## config.mk

```make
export PLATFORM = sky130hd
export DESIGN_NAME = term_cover_window_finder_top_flat
export DESIGN_NICKNAME = d
export VERILOG_FILES = /design/src/tcwf_pkg.sv /design/src/tcwf_ifs.sv /design/src/tcwf_cfg.sv /design/src/tcwf_cover.sv /design/src/tcwf_reduce.sv /design/src/term_cover_window_finder_top.sv /design/src/flat_wrapper.sv
export VERILOG_INCLUDE_DIRS = /design/src /design/src/src
export SDC_FILE = /design/constraint.sdc
export NUM_CORES = 2
export LEC_CHECK = 0
export ABC_CLOCK_PERIOD_IN_PS = 26600
export BUFFER_PORTS_ARGS = -buffer_cell sky130_fd_sc_hd__buf_4
export CAP_MARGIN = 20
export CORE_UTILIZATION = 50
export CTS_BUF_LIST = sky130_fd_sc_hd__clkbuf_4 sky130_fd_sc_hd__clkbuf_8
export DETAILED_ROUTE_END_ITERATION = 6
export HOLD_SLACK_MARGIN = 0.12
export PLACE_DENSITY = 0.66
export SYNTH_ARGS = -nofsm -noshare
export SYNTH_HDL_FRONTEND = slang
export SYNTH_SLANG_ARGS = --single-unit
```

## constraint.sdc

```tcl
create_clock -name clk -period 26.6 [get_ports clk]
set_input_delay 5.32 -clock clk [delete_from_list [all_inputs] [get_ports clk]]
set_output_delay 5.32 -clock clk [all_outputs]
set_load 0.01 [all_outputs]
```

## src/term_cover_window_finder_top_defines.svh

```systemverilog
// ----------------------------------------------------------------------------
// Term cover window finder assertion macros
// Assertion helpers shared by the RTL files; they compile to nothing when
// SYNTHESIS is defined.
// ----------------------------------------------------------------------------
`ifndef TERM_COVER_WINDOW_FINDER_TOP_DEFINES_SVH
`define TERM_COVER_WINDOW_FINDER_TOP_DEFINES_SVH

`ifndef SYNTHESIS
`define TCWF_ASSERT(lbl, clk, rstn, prop) \
	lbl: assert property (@(posedge clk) disable iff (!rstn) prop) \
		else $error("assertion failed");
`define TCWF_ASSERT_NEVER(lbl, clk, rstn, expr) \
	lbl: assert property (@(posedge clk) disable iff (!rstn) !(expr)) \
		else $error("forbidden condition seen");
`else
`define TCWF_ASSERT(lbl, clk, rstn, prop)
`define TCWF_ASSERT_NEVER(lbl, clk, rstn, expr)
`endif

`endif

```

## src/tcwf_pkg.sv

```systemverilog
// ----------------------------------------------------------------------------
// Term cover window finder package
// Shared constants and types of the window finder.
// ----------------------------------------------------------------------------
package tcwf_pkg;

	localparam int MAX_TERMS_DEF = 16;
	localparam int POS_WIDTH_DEF = 16;
	localparam int TERM_IDX_W    = 4;
	localparam int TERM_CNT_W    = 5;
	localparam int APB_DATA_W    = 32;
	localparam int APB_ADDR_W    = 3;
	localparam int GRP_SIZE      = 4;

	localparam logic [TERM_CNT_W-1:0] TERM_COUNT_RST = TERM_CNT_W'(1);

	typedef enum logic {
		REG_TERM_COUNT = 1'b0
	} reg_sel_t;

endpackage

```

## src/tcwf_ifs.sv

```systemverilog
// ----------------------------------------------------------------------------
// Term cover window finder channels
// Valid/ready channels for term hit requests and window results.
// ----------------------------------------------------------------------------
interface tcwf_hit_if import tcwf_pkg::*; #(
	parameter int POS_W = POS_WIDTH_DEF
) ();
	logic                  valid;
	logic                  ready;
	logic [TERM_IDX_W-1:0] term_index;
	logic [POS_W-1:0]      word_position;
	logic                  first_of_query;

	modport source (output valid, term_index, word_position, first_of_query, input ready);
	modport sink (input valid, term_index, word_position, first_of_query, output ready);
endinterface

interface tcwf_win_if import tcwf_pkg::*; #(
	parameter int POS_W = POS_WIDTH_DEF
) ();
	logic             valid;
	logic             ready;
	logic [POS_W-1:0] window_start;
	logic [POS_W-1:0] window_end;

	modport source (output valid, window_start, window_end, input ready);
	modport sink (input valid, window_start, window_end, output ready);
endinterface

```

## src/tcwf_cfg.sv

```systemverilog
// ----------------------------------------------------------------------------
// Term cover window finder register file
// APB-style port holding the term count register.
// ----------------------------------------------------------------------------
module tcwf_cfg import tcwf_pkg::*; (
	input  logic                  clk,
	input  logic                  arst_n,
	input  logic                  psel,
	input  logic                  penable,
	input  logic                  pwrite,
	input  logic [APB_ADDR_W-1:0] paddr,
	input  logic [APB_DATA_W-1:0] pwdata,
	output logic [APB_DATA_W-1:0] prdata,
	output logic                  pready,
	output logic [TERM_CNT_W-1:0] term_count
);
	logic [TERM_CNT_W-1:0] term_count_q;
	reg_sel_t              sel;
	logic                  wr_en;

	always_comb begin
		sel    = reg_sel_t'(paddr[APB_ADDR_W-1]);
		wr_en  = 1'b0;
		prdata = '0;
		case (sel)
			REG_TERM_COUNT: begin
				wr_en  = psel && penable && pwrite;
				prdata = APB_DATA_W'(term_count_q);
			end
			default: begin
				wr_en  = 1'b0;
				prdata = '0;
			end
		endcase
	end

	always_ff @(posedge clk or negedge arst_n) begin
		if (!arst_n) begin
			term_count_q <= TERM_COUNT_RST;
		end else if (wr_en) begin
			term_count_q <= pwdata[TERM_CNT_W-1:0];
		end
	end

	assign pready     = 1'b1;
	assign term_count = term_count_q;
endmodule

```

## src/tcwf_cover.sv

```systemverilog
// ----------------------------------------------------------------------------
// Term cover window finder update stage
// Registers each hit, updates the seen bits and latest positions, detects a
// full cover and reduces the positions to per-group minimum and maximum.
// ----------------------------------------------------------------------------
`include "term_cover_window_finder_top_defines.svh"

module tcwf_cover import tcwf_pkg::*; #(
	parameter int MAX_TERMS = MAX_TERMS_DEF,
	parameter int POS_WIDTH = POS_WIDTH_DEF,
	parameter int NUM_GRP   = (MAX_TERMS_DEF + GRP_SIZE - 1) / GRP_SIZE
) (
	input  logic                              clk,
	input  logic                              arst_n,
	input  logic [TERM_CNT_W-1:0]             term_count,
	tcwf_hit_if.sink                          hit,
	output logic                              s2_valid,
	input  logic                              s2_ready,
	output logic [NUM_GRP-1:0][POS_WIDTH-1:0] grp_lo,
	output logic [NUM_GRP-1:0][POS_WIDTH-1:0] grp_hi,
	output logic [NUM_GRP-1:0]                grp_en
);
	localparam int LEAVES = NUM_GRP * GRP_SIZE;

	logic                  valid_s1;
	logic [TERM_IDX_W-1:0] idx_s1;
	logic [POS_WIDTH-1:0]  pos_s1;
	logic                  foq_s1;

	logic [MAX_TERMS-1:0]                seen_q;
	logic [MAX_TERMS-1:0][POS_WIDTH-1:0] pos_q;

	logic [MAX_TERMS-1:0]                en;
	logic [MAX_TERMS-1:0]                hit_vec;
	logic [MAX_TERMS-1:0]                seen_nx;
	logic [MAX_TERMS-1:0][POS_WIDTH-1:0] pos_nx;
	logic                                idx_ok;
	logic                                fire;
	logic                                s2_rdy;
	logic                                consume;

	logic [LEAVES-1:0]                en_l;
	logic [LEAVES-1:0][POS_WIDTH-1:0] pos_l;
	logic [NUM_GRP-1:0][POS_WIDTH-1:0] lo_c;
	logic [NUM_GRP-1:0][POS_WIDTH-1:0] hi_c;
	logic [NUM_GRP-1:0]                gen_c;

	logic                              valid_s2;
	logic [NUM_GRP-1:0][POS_WIDTH-1:0] lo_s2;
	logic [NUM_GRP-1:0][POS_WIDTH-1:0] hi_s2;
	logic [NUM_GRP-1:0]                en_s2;

	// A term takes part when its index is below the term count; term zero
	// always does, and indexes past the storage never do.
	always_comb begin
		idx_ok = 1'b0;
		for (int k = 0; k < MAX_TERMS; k++) begin
			en[k]      = (k == 0) || (k < int'(term_count));
			hit_vec[k] = (int'(idx_s1) == k);
			if (hit_vec[k] && en[k]) begin
				idx_ok = 1'b1;
			end
		end
		seen_nx = (foq_s1 ? '0 : seen_q) | (idx_ok ? hit_vec : '0);
		fire    = idx_ok && ((seen_nx & en) == en);
		for (int k = 0; k < MAX_TERMS; k++) begin
			pos_nx[k] = (idx_ok && hit_vec[k]) ? pos_s1 : pos_q[k];
		end
	end

	always_comb begin
		for (int k = 0; k < LEAVES; k++) begin
			en_l[k]  = 1'b0;
			pos_l[k] = '0;
		end
		for (int k = 0; k < MAX_TERMS; k++) begin
			en_l[k]  = en[k];
			pos_l[k] = pos_nx[k];
		end
		for (int g = 0; g < NUM_GRP; g++) begin
			lo_c[g]  = '0;
			hi_c[g]  = '0;
			gen_c[g] = 1'b0;
			for (int j = 0; j < GRP_SIZE; j++) begin
				if (en_l[g*GRP_SIZE+j]) begin
					if (!gen_c[g] || (pos_l[g*GRP_SIZE+j] < lo_c[g])) begin
						lo_c[g] = pos_l[g*GRP_SIZE+j];
					end
					if (!gen_c[g] || (pos_l[g*GRP_SIZE+j] > hi_c[g])) begin
						hi_c[g] = pos_l[g*GRP_SIZE+j];
					end
					gen_c[g] = 1'b1;
				end
			end
		end
	end

	assign s2_rdy    = !valid_s2 || s2_ready;
	assign consume   = valid_s1 && s2_rdy;
	assign hit.ready = !valid_s1 || s2_rdy;

	always_ff @(posedge clk or negedge arst_n) begin
		if (!arst_n) begin
			valid_s1 <= 1'b0;
			valid_s2 <= 1'b0;
			seen_q   <= '0;
		end else begin
			if (hit.ready) begin
				valid_s1 <= hit.valid;
			end
			if (s2_rdy) begin
				valid_s2 <= valid_s1 && fire;
			end
			if (consume) begin
				seen_q <= fire ? '0 : seen_nx;
			end
		end
	end

	always_ff @(posedge clk) begin
		if (hit.valid && hit.ready) begin
			idx_s1 <= hit.term_index;
			pos_s1 <= hit.word_position;
			foq_s1 <= hit.first_of_query;
		end
		if (consume) begin
			pos_q <= pos_nx;
		end
		if (consume && fire) begin
			lo_s2 <= lo_c;
			hi_s2 <= hi_c;
			en_s2 <= gen_c;
		end
	end

	assign s2_valid = valid_s2;
	assign grp_lo   = lo_s2;
	assign grp_hi   = hi_s2;
	assign grp_en   = en_s2;

	`TCWF_ASSERT(ap_seen_cleared, clk, arst_n, (consume && fire) |=> (seen_q == '0))
	`TCWF_ASSERT(ap_group0_used, clk, arst_n, valid_s2 |-> en_s2[0])
	`TCWF_ASSERT_NEVER(ap_fire_bad_index, clk, arst_n, valid_s1 && fire && !idx_ok)
endmodule

```

## src/tcwf_reduce.sv

```systemverilog
// ----------------------------------------------------------------------------
// Term cover window finder result stage
// Combines the per-group extremes into one window and holds it in the
// output register until the sink takes it.
// ----------------------------------------------------------------------------
`include "term_cover_window_finder_top_defines.svh"

module tcwf_reduce import tcwf_pkg::*; #(
	parameter int POS_WIDTH = POS_WIDTH_DEF,
	parameter int NUM_GRP   = (MAX_TERMS_DEF + GRP_SIZE - 1) / GRP_SIZE
) (
	input  logic                              clk,
	input  logic                              arst_n,
	input  logic                              s2_valid,
	output logic                              s2_ready,
	input  logic [NUM_GRP-1:0][POS_WIDTH-1:0] grp_lo,
	input  logic [NUM_GRP-1:0][POS_WIDTH-1:0] grp_hi,
	input  logic [NUM_GRP-1:0]                grp_en,
	tcwf_win_if.source                        win
);
	logic                 valid_s3;
	logic [POS_WIDTH-1:0] start_s3;
	logic [POS_WIDTH-1:0] end_s3;
	logic [POS_WIDTH-1:0] lo_c;
	logic [POS_WIDTH-1:0] hi_c;
	logic                 any_c;

	always_comb begin
		lo_c  = '0;
		hi_c  = '0;
		any_c = 1'b0;
		for (int g = 0; g < NUM_GRP; g++) begin
			if (grp_en[g]) begin
				if (!any_c || (grp_lo[g] < lo_c)) begin
					lo_c = grp_lo[g];
				end
				if (!any_c || (grp_hi[g] > hi_c)) begin
					hi_c = grp_hi[g];
				end
				any_c = 1'b1;
			end
		end
	end

	assign s2_ready = !valid_s3 || win.ready;

	always_ff @(posedge clk or negedge arst_n) begin
		if (!arst_n) begin
			valid_s3 <= 1'b0;
		end else if (s2_ready) begin
			valid_s3 <= s2_valid;
		end
	end

	always_ff @(posedge clk) begin
		if (s2_valid && s2_ready) begin
			start_s3 <= lo_c;
			end_s3   <= hi_c;
		end
	end

	assign win.valid        = valid_s3;
	assign win.window_start = start_s3;
	assign win.window_end   = end_s3;

	`TCWF_ASSERT(ap_window_order, clk, arst_n, valid_s3 |-> (start_s3 <= end_s3))
	`TCWF_ASSERT(ap_result_loaded, clk, arst_n, (s2_valid && s2_ready) |=> valid_s3)
	`TCWF_ASSERT_NEVER(ap_empty_reduce, clk, arst_n, s2_valid && !any_c)
endmodule

```

## src/term_cover_window_finder_top.sv

```systemverilog
// ----------------------------------------------------------------------------
// Term cover window finder
// Tracks which query terms have been hit and their latest positions, and
// emits the span of those positions each time every term has been seen.
//
//   Channel  Direction  Handshake       Contents
//   hit      in         valid/ready     term_index, word_position, first_of_query
//   win      out        valid/ready     window_start, window_end
//   cfg      in         APB write/read  term_count at byte address 0
//
// One hit request is taken every cycle while hit ready is high; the cover
// check and the per-group min/max over groups of four terms run in the
// update stage, and the group results are merged in the result stage.
// A completing hit goes through the input, update and result registers.
// Reset clears the seen bits, the stage valids and sets term_count to one.
// A stalled output holds its window; the stages behind it keep filling until
// each is occupied, then the hit channel drops ready.
// ----------------------------------------------------------------------------
module term_cover_window_finder_top import tcwf_pkg::*; #(
	parameter int MAX_TERMS = MAX_TERMS_DEF,
	parameter int POS_WIDTH = POS_WIDTH_DEF
) (
	input  logic                  clk,
	input  logic                  arst_n,
	tcwf_hit_if.sink              hit,
	tcwf_win_if.source            win,
	input  logic                  psel,
	input  logic                  penable,
	input  logic                  pwrite,
	input  logic [APB_ADDR_W-1:0] paddr,
	input  logic [APB_DATA_W-1:0] pwdata,
	output logic [APB_DATA_W-1:0] prdata,
	output logic                  pready
);
	localparam int NUM_GRP = (MAX_TERMS + GRP_SIZE - 1) / GRP_SIZE;

	logic [TERM_CNT_W-1:0]             term_count;
	logic                              s2_valid;
	logic                              s2_ready;
	logic [NUM_GRP-1:0][POS_WIDTH-1:0] grp_lo;
	logic [NUM_GRP-1:0][POS_WIDTH-1:0] grp_hi;
	logic [NUM_GRP-1:0]                grp_en;

	tcwf_cfg u_cfg (
		.clk        (clk),
		.arst_n     (arst_n),
		.psel       (psel),
		.penable    (penable),
		.pwrite     (pwrite),
		.paddr      (paddr),
		.pwdata     (pwdata),
		.prdata     (prdata),
		.pready     (pready),
		.term_count (term_count)
	);

	tcwf_cover #(
		.MAX_TERMS (MAX_TERMS),
		.POS_WIDTH (POS_WIDTH),
		.NUM_GRP   (NUM_GRP)
	) u_cover (
		.clk        (clk),
		.arst_n     (arst_n),
		.term_count (term_count),
		.hit        (hit),
		.s2_valid   (s2_valid),
		.s2_ready   (s2_ready),
		.grp_lo     (grp_lo),
		.grp_hi     (grp_hi),
		.grp_en     (grp_en)
	);

	tcwf_reduce #(
		.POS_WIDTH (POS_WIDTH),
		.NUM_GRP   (NUM_GRP)
	) u_reduce (
		.clk      (clk),
		.arst_n   (arst_n),
		.s2_valid (s2_valid),
		.s2_ready (s2_ready),
		.grp_lo   (grp_lo),
		.grp_hi   (grp_hi),
		.grp_en   (grp_en),
		.win      (win)
	);
endmodule

```

## src/flat_wrapper.sv

```systemverilog
// flat-port wrapper written by rule: the top's interface ports become plain ports
module term_cover_window_finder_top_flat import tcwf_pkg::*;
#(
	parameter int MAX_TERMS = MAX_TERMS_DEF,
	parameter int POS_WIDTH = POS_WIDTH_DEF
)
  (clk, arst_n, psel, penable, pwrite, paddr, pwdata, prdata, pready, hit_valid, hit_term_index, hit_word_position, hit_first_of_query, hit_ready, win_valid, win_window_start, win_window_end, win_ready);
  tcwf_hit_if hit_i ();
  tcwf_win_if win_i ();
  input  logic clk;
  input  logic arst_n;
  input  logic psel;
  input  logic penable;
  input  logic pwrite;
  input  logic [APB_ADDR_W-1:0] paddr;
  input  logic [APB_DATA_W-1:0] pwdata;
  output logic [APB_DATA_W-1:0] prdata;
  output logic pready;
  input wire logic [$bits(hit_i.valid)-1:0] hit_valid;
  input wire logic [$bits(hit_i.term_index)-1:0] hit_term_index;
  input wire logic [$bits(hit_i.word_position)-1:0] hit_word_position;
  input wire logic [$bits(hit_i.first_of_query)-1:0] hit_first_of_query;
  output wire logic [$bits(hit_i.ready)-1:0] hit_ready;
  output wire logic [$bits(win_i.valid)-1:0] win_valid;
  output wire logic [$bits(win_i.window_start)-1:0] win_window_start;
  output wire logic [$bits(win_i.window_end)-1:0] win_window_end;
  input wire logic [$bits(win_i.ready)-1:0] win_ready;
  assign hit_i.valid = hit_valid;
  assign hit_i.term_index = hit_term_index;
  assign hit_i.word_position = hit_word_position;
  assign hit_i.first_of_query = hit_first_of_query;
  assign hit_ready = hit_i.ready;
  assign win_valid = win_i.valid;
  assign win_window_start = win_i.window_start;
  assign win_window_end = win_i.window_end;
  assign win_i.ready = win_ready;
  term_cover_window_finder_top #(.MAX_TERMS(MAX_TERMS), .POS_WIDTH(POS_WIDTH)) u_core (.clk(clk), .arst_n(arst_n), .hit(hit_i), .win(win_i), .psel(psel), .penable(penable), .pwrite(pwrite), .paddr(paddr), .pwdata(pwdata), .prdata(prdata), .pready(pready));
endmodule
```

==> run_results.csv <==
group,metric,value,unit
synthesis,yosysWarnings,0,
critical_path,r2r_start,"u_core.u_cover.idx_s1[0]",
worst_hold_path,holdPathStages,1,
routing,wl_per_cell,23.9,um
worst_hold_path,holdCritPathClass,"reg2reg",
die,initial_core_util,50.9,%
sta,fin_worst_skew,0.0520,ns
synthesis,synthFlopType,"edfxtp_1",
synthesis,syn_avg_cell_area,10.5,um2
routing,postRouteWirelength,102000,um
worst_hold_path,min_to,"u_core.u_cover.seen_q[3]",
flow_run,maxCapViolCount,0,
critical_path,r2r_end,"u_core.u_cover.grp_hi[28]",
grt,grt_overflow_total,0,
sta,holdWs,0.490,ns
clock_tree,htree_levels,3,
synthesis,synth-edff-count,440,
grt,grt_max_degree,114,
grt,grt_pass1_wl,154000,um
clock_tree,cts_setup_buffers,0,
finish,instances_no_fill,4281,
die,fp-row-count,95,
sta,slew_violations,0,
grt,grtUsageTotal,28.9,%
grt,grt_pass1_vias,25900,
placement,gp_congestion,0.973,
critical_path,worstSetupPathType,"in2out",
finish,final_cell_mix,"edfxtp_1, ha_1, mux2i_1",
pwr,p_leak,16.7,nW
worst_hold_path,hp-start,"u_core.u_cover.seen_q[3]",
placement,hpwl,75600,um
die,ios,130,
clock_tree,cts_buffers,86,
die,core_area,0.0676,mm2
clock_tree,ctsHoldBuffers,0,
synthesis,synthMuxAreaShare,16.0,%
critical_path,reg2reg_slack,15.75,ns
sta,rsz0062_at_grt,"no",
clock_tree,cts.sink_count,464,
die,dieArea,0.0699,mm2
synthesis,synth.distinct_cells,97,
routing,drt_iter0_drc,2409,
critical_path,endpoint_kind,"primary output",
finish,layout_commonest_cell,"edfxtp_1",
sta,min_period,11.15,ns
sta,slew_headroom,25.6,%
critical_path,critPathMaxFanout,3,
synthesis,synthArstFlopShare,5.17,%
routing,drc,0,
sta,finalSetupTns,0,ns
synthesis,syn-cell-area,0.0344,mm2
critical_path,required,21.28,ns
critical_path,reg2regPathDepth,31,
synthesis,synth-seq-cells,464,
die,fp.dieW,264,um
placement,dpl.cell_count,4118,
pwr,powerDensity,79.2,mW/mm2
die,die_h,264,um
synthesis,syn_inst,3266,
routing,via_count,26300,
finish,drive_gt1_share,14.9,%
grt,antenna_found_initial,5,
critical_path,critPathLaunchType,"primary input",
clock_tree,cts_root_buf,"clkbuf_8",
finish,num-nets-final,3801,
sta,setup-violations-final,0,
clock_tree,cts_tree,"yes",
routing,first_pass_iters,7,
outcome,outcome,"finished clean",
clock_tree,clk_latency,0.71,ns
routing,ant_nets,0,
synthesis,synth_seq_area_share,40.1,%
synthesis,synth_compound_area_share,14.2,%
synthesis,synth_top_family_by_area,"multiplexers",
routing,viasPerCell,6.15,
placement,io_buffers,72,
sta,finalCritPeriodShare,41.9,%
synthesis,synthSimpleGateAreaFrac,8.78,%
synthesis,synthAdderAreaFrac,14.6,%
clock_tree,clockBufferDepth,3,
clock_tree,cts.repair.resized,0,
sta,fmax,89.7,MHz
sta,hold_viol,0,
synthesis,synth_xor_area_share,0,%
sta,tightest_slew,1.12,ns
finish,multi_input_area,0.0186,mm2
finish,nFillCells,5847,
clock_tree,clk_pin_slew,0.07,ns
finish,seq_area,0.0138,mm2
critical_path,worstPathArrival,5.83,ns
pwr,irDropWorstVdd,0.0621,mV
finish,area_growth,9.48,%
==> flip-flops by register name, indices dropped and copies added, names as in the netlist <==
signal and count:
u_core.u_cover.pos_q 256, u_core.u_cover.grp_hi 64, u_core.u_cover.grp_lo 64, u_core.u_cover.pos_s1 16
u_core.u_cover.seen_q 16, u_core.u_reduce.win.window_end 16, u_core.u_reduce.win.window_start 16, u_core.u_cfg.term_count 5
u_core.u_cover.idx_s1 4, u_core.u_cover.grp_en 3, u_core.u_cover.foq_s1 1, u_core.u_cover.s2_valid 1
u_core.u_cover.valid_s1 1, u_core.u_reduce.win.valid 1
==> kinds of logic (layout without fill, tap and decap cells) <==
| kind of cell | Yosys count | after routing |
|---|---|---|
| DFF | 464 | 464 |
| other | 2 | 29 |
| buffers and inverters | 520 | 635 |
| AOI/OAI and AO/OA | 728 | 728 |
| muxes | 529 | 529 |
| adders and majority gates | 402 | 402 |
| and+or+nand+nor | 621 | 621 |
==> worst max-delay path, stage by stage <==
cell,delay (ns)
buf_4,0.12
nand4b_1,0.21
buf_4,0.18
==> power by group <==
group          internal, mW  leakage [nW]  switching, mW
clock network         0.414         0.942          0.334
logic                 0.517          11.2          0.816
registers             0.885          4.50         0.0167
total                  1.82          16.7           1.17
==> stage by stage <==
stage	utilization (%)	worst slack (ns)	total power [mW]	instance area, um2
after detailed placement	52.9	15.46	2.21	35800
final	55.7	15.45	2.98	37700
after floorplan	-	12.44	1.86	34500
after global routing	55.7	15.24	3.15	37700
after global placement	52.9	15.44	2.16	35800
after CTS	55.6	15.45	2.97	37600
==> layer usage <==
layer | vias to the layer above | global-route usage (%) | share of wire [%] | routed length, um
met5 | - | 0 | 0 | 0
met4 | 0 | 12.1 | 4.0 | 4100
met3 | 197 | 4.21 | 7.1 | 7250
met2 | 1011 | 44.8 | 44 | 45200
met1 | 12800 | 40.5 | 45 | 45600
li1 | 12300 | - | - | -
==> cells in the mapped netlist, drive strengths merged (26+ instances only) <==
| cell | number | area, um2 |
|---|---|---|
| a21oi | 212 | 1060 |
| o21ai | 153 | 785 |
| nor2b | 29 | 181 |
| a21o | 83 | 623 |
| nor2 | 171 | 647 |
| nand4 | 60 | 375 |
| mux2 | 176 | 1980 |
| edfxtp | 440 | 13200 |
| buf | 86 | 508 |
| nor3 | 40 | 221 |
| a211oi | 26 | 200 |
| ha | 402 | 5030 |
| inv | 341 | 1280 |
| nand3 | 32 | 165 |
| clkbuf | 93 | 352 |
| mux2i | 353 | 3530 |
| o21a | 56 | 420 |
| nand2 | 195 | 734 |
==> cell type report <==
type | instances | area share, %
antenna | 1 | 0.00664
sequential | 464 | 36.7
tap | 873 | 2.90
inverter | 341 | 3.42
timing repair buffer | 135 | 2.77
multi-input combinational | 2308 | 49.4
clock buffer | 106 | 3.57
clock inverter | 53 | 1.26
==> worst max path at each step <==
stage                                  start                        end  slack, ns  cells after the start
finish                             win_ready                  hit_ready      15.45                      3
global route        u_core.u_cover.idx_s1[2]  u_core.u_cover.grp_hi[28]      15.24                     31
detailed placement                 win_ready                  hit_ready      15.46                      3
CTS                                win_ready                  hit_ready      15.45                      3
floorplan                          win_ready   u_core.u_cover.grp_en[1]      12.44                      5
global placement                   win_ready                  hit_ready      15.44                      3
Note: power is estimated with default switching activity, not from simulation.
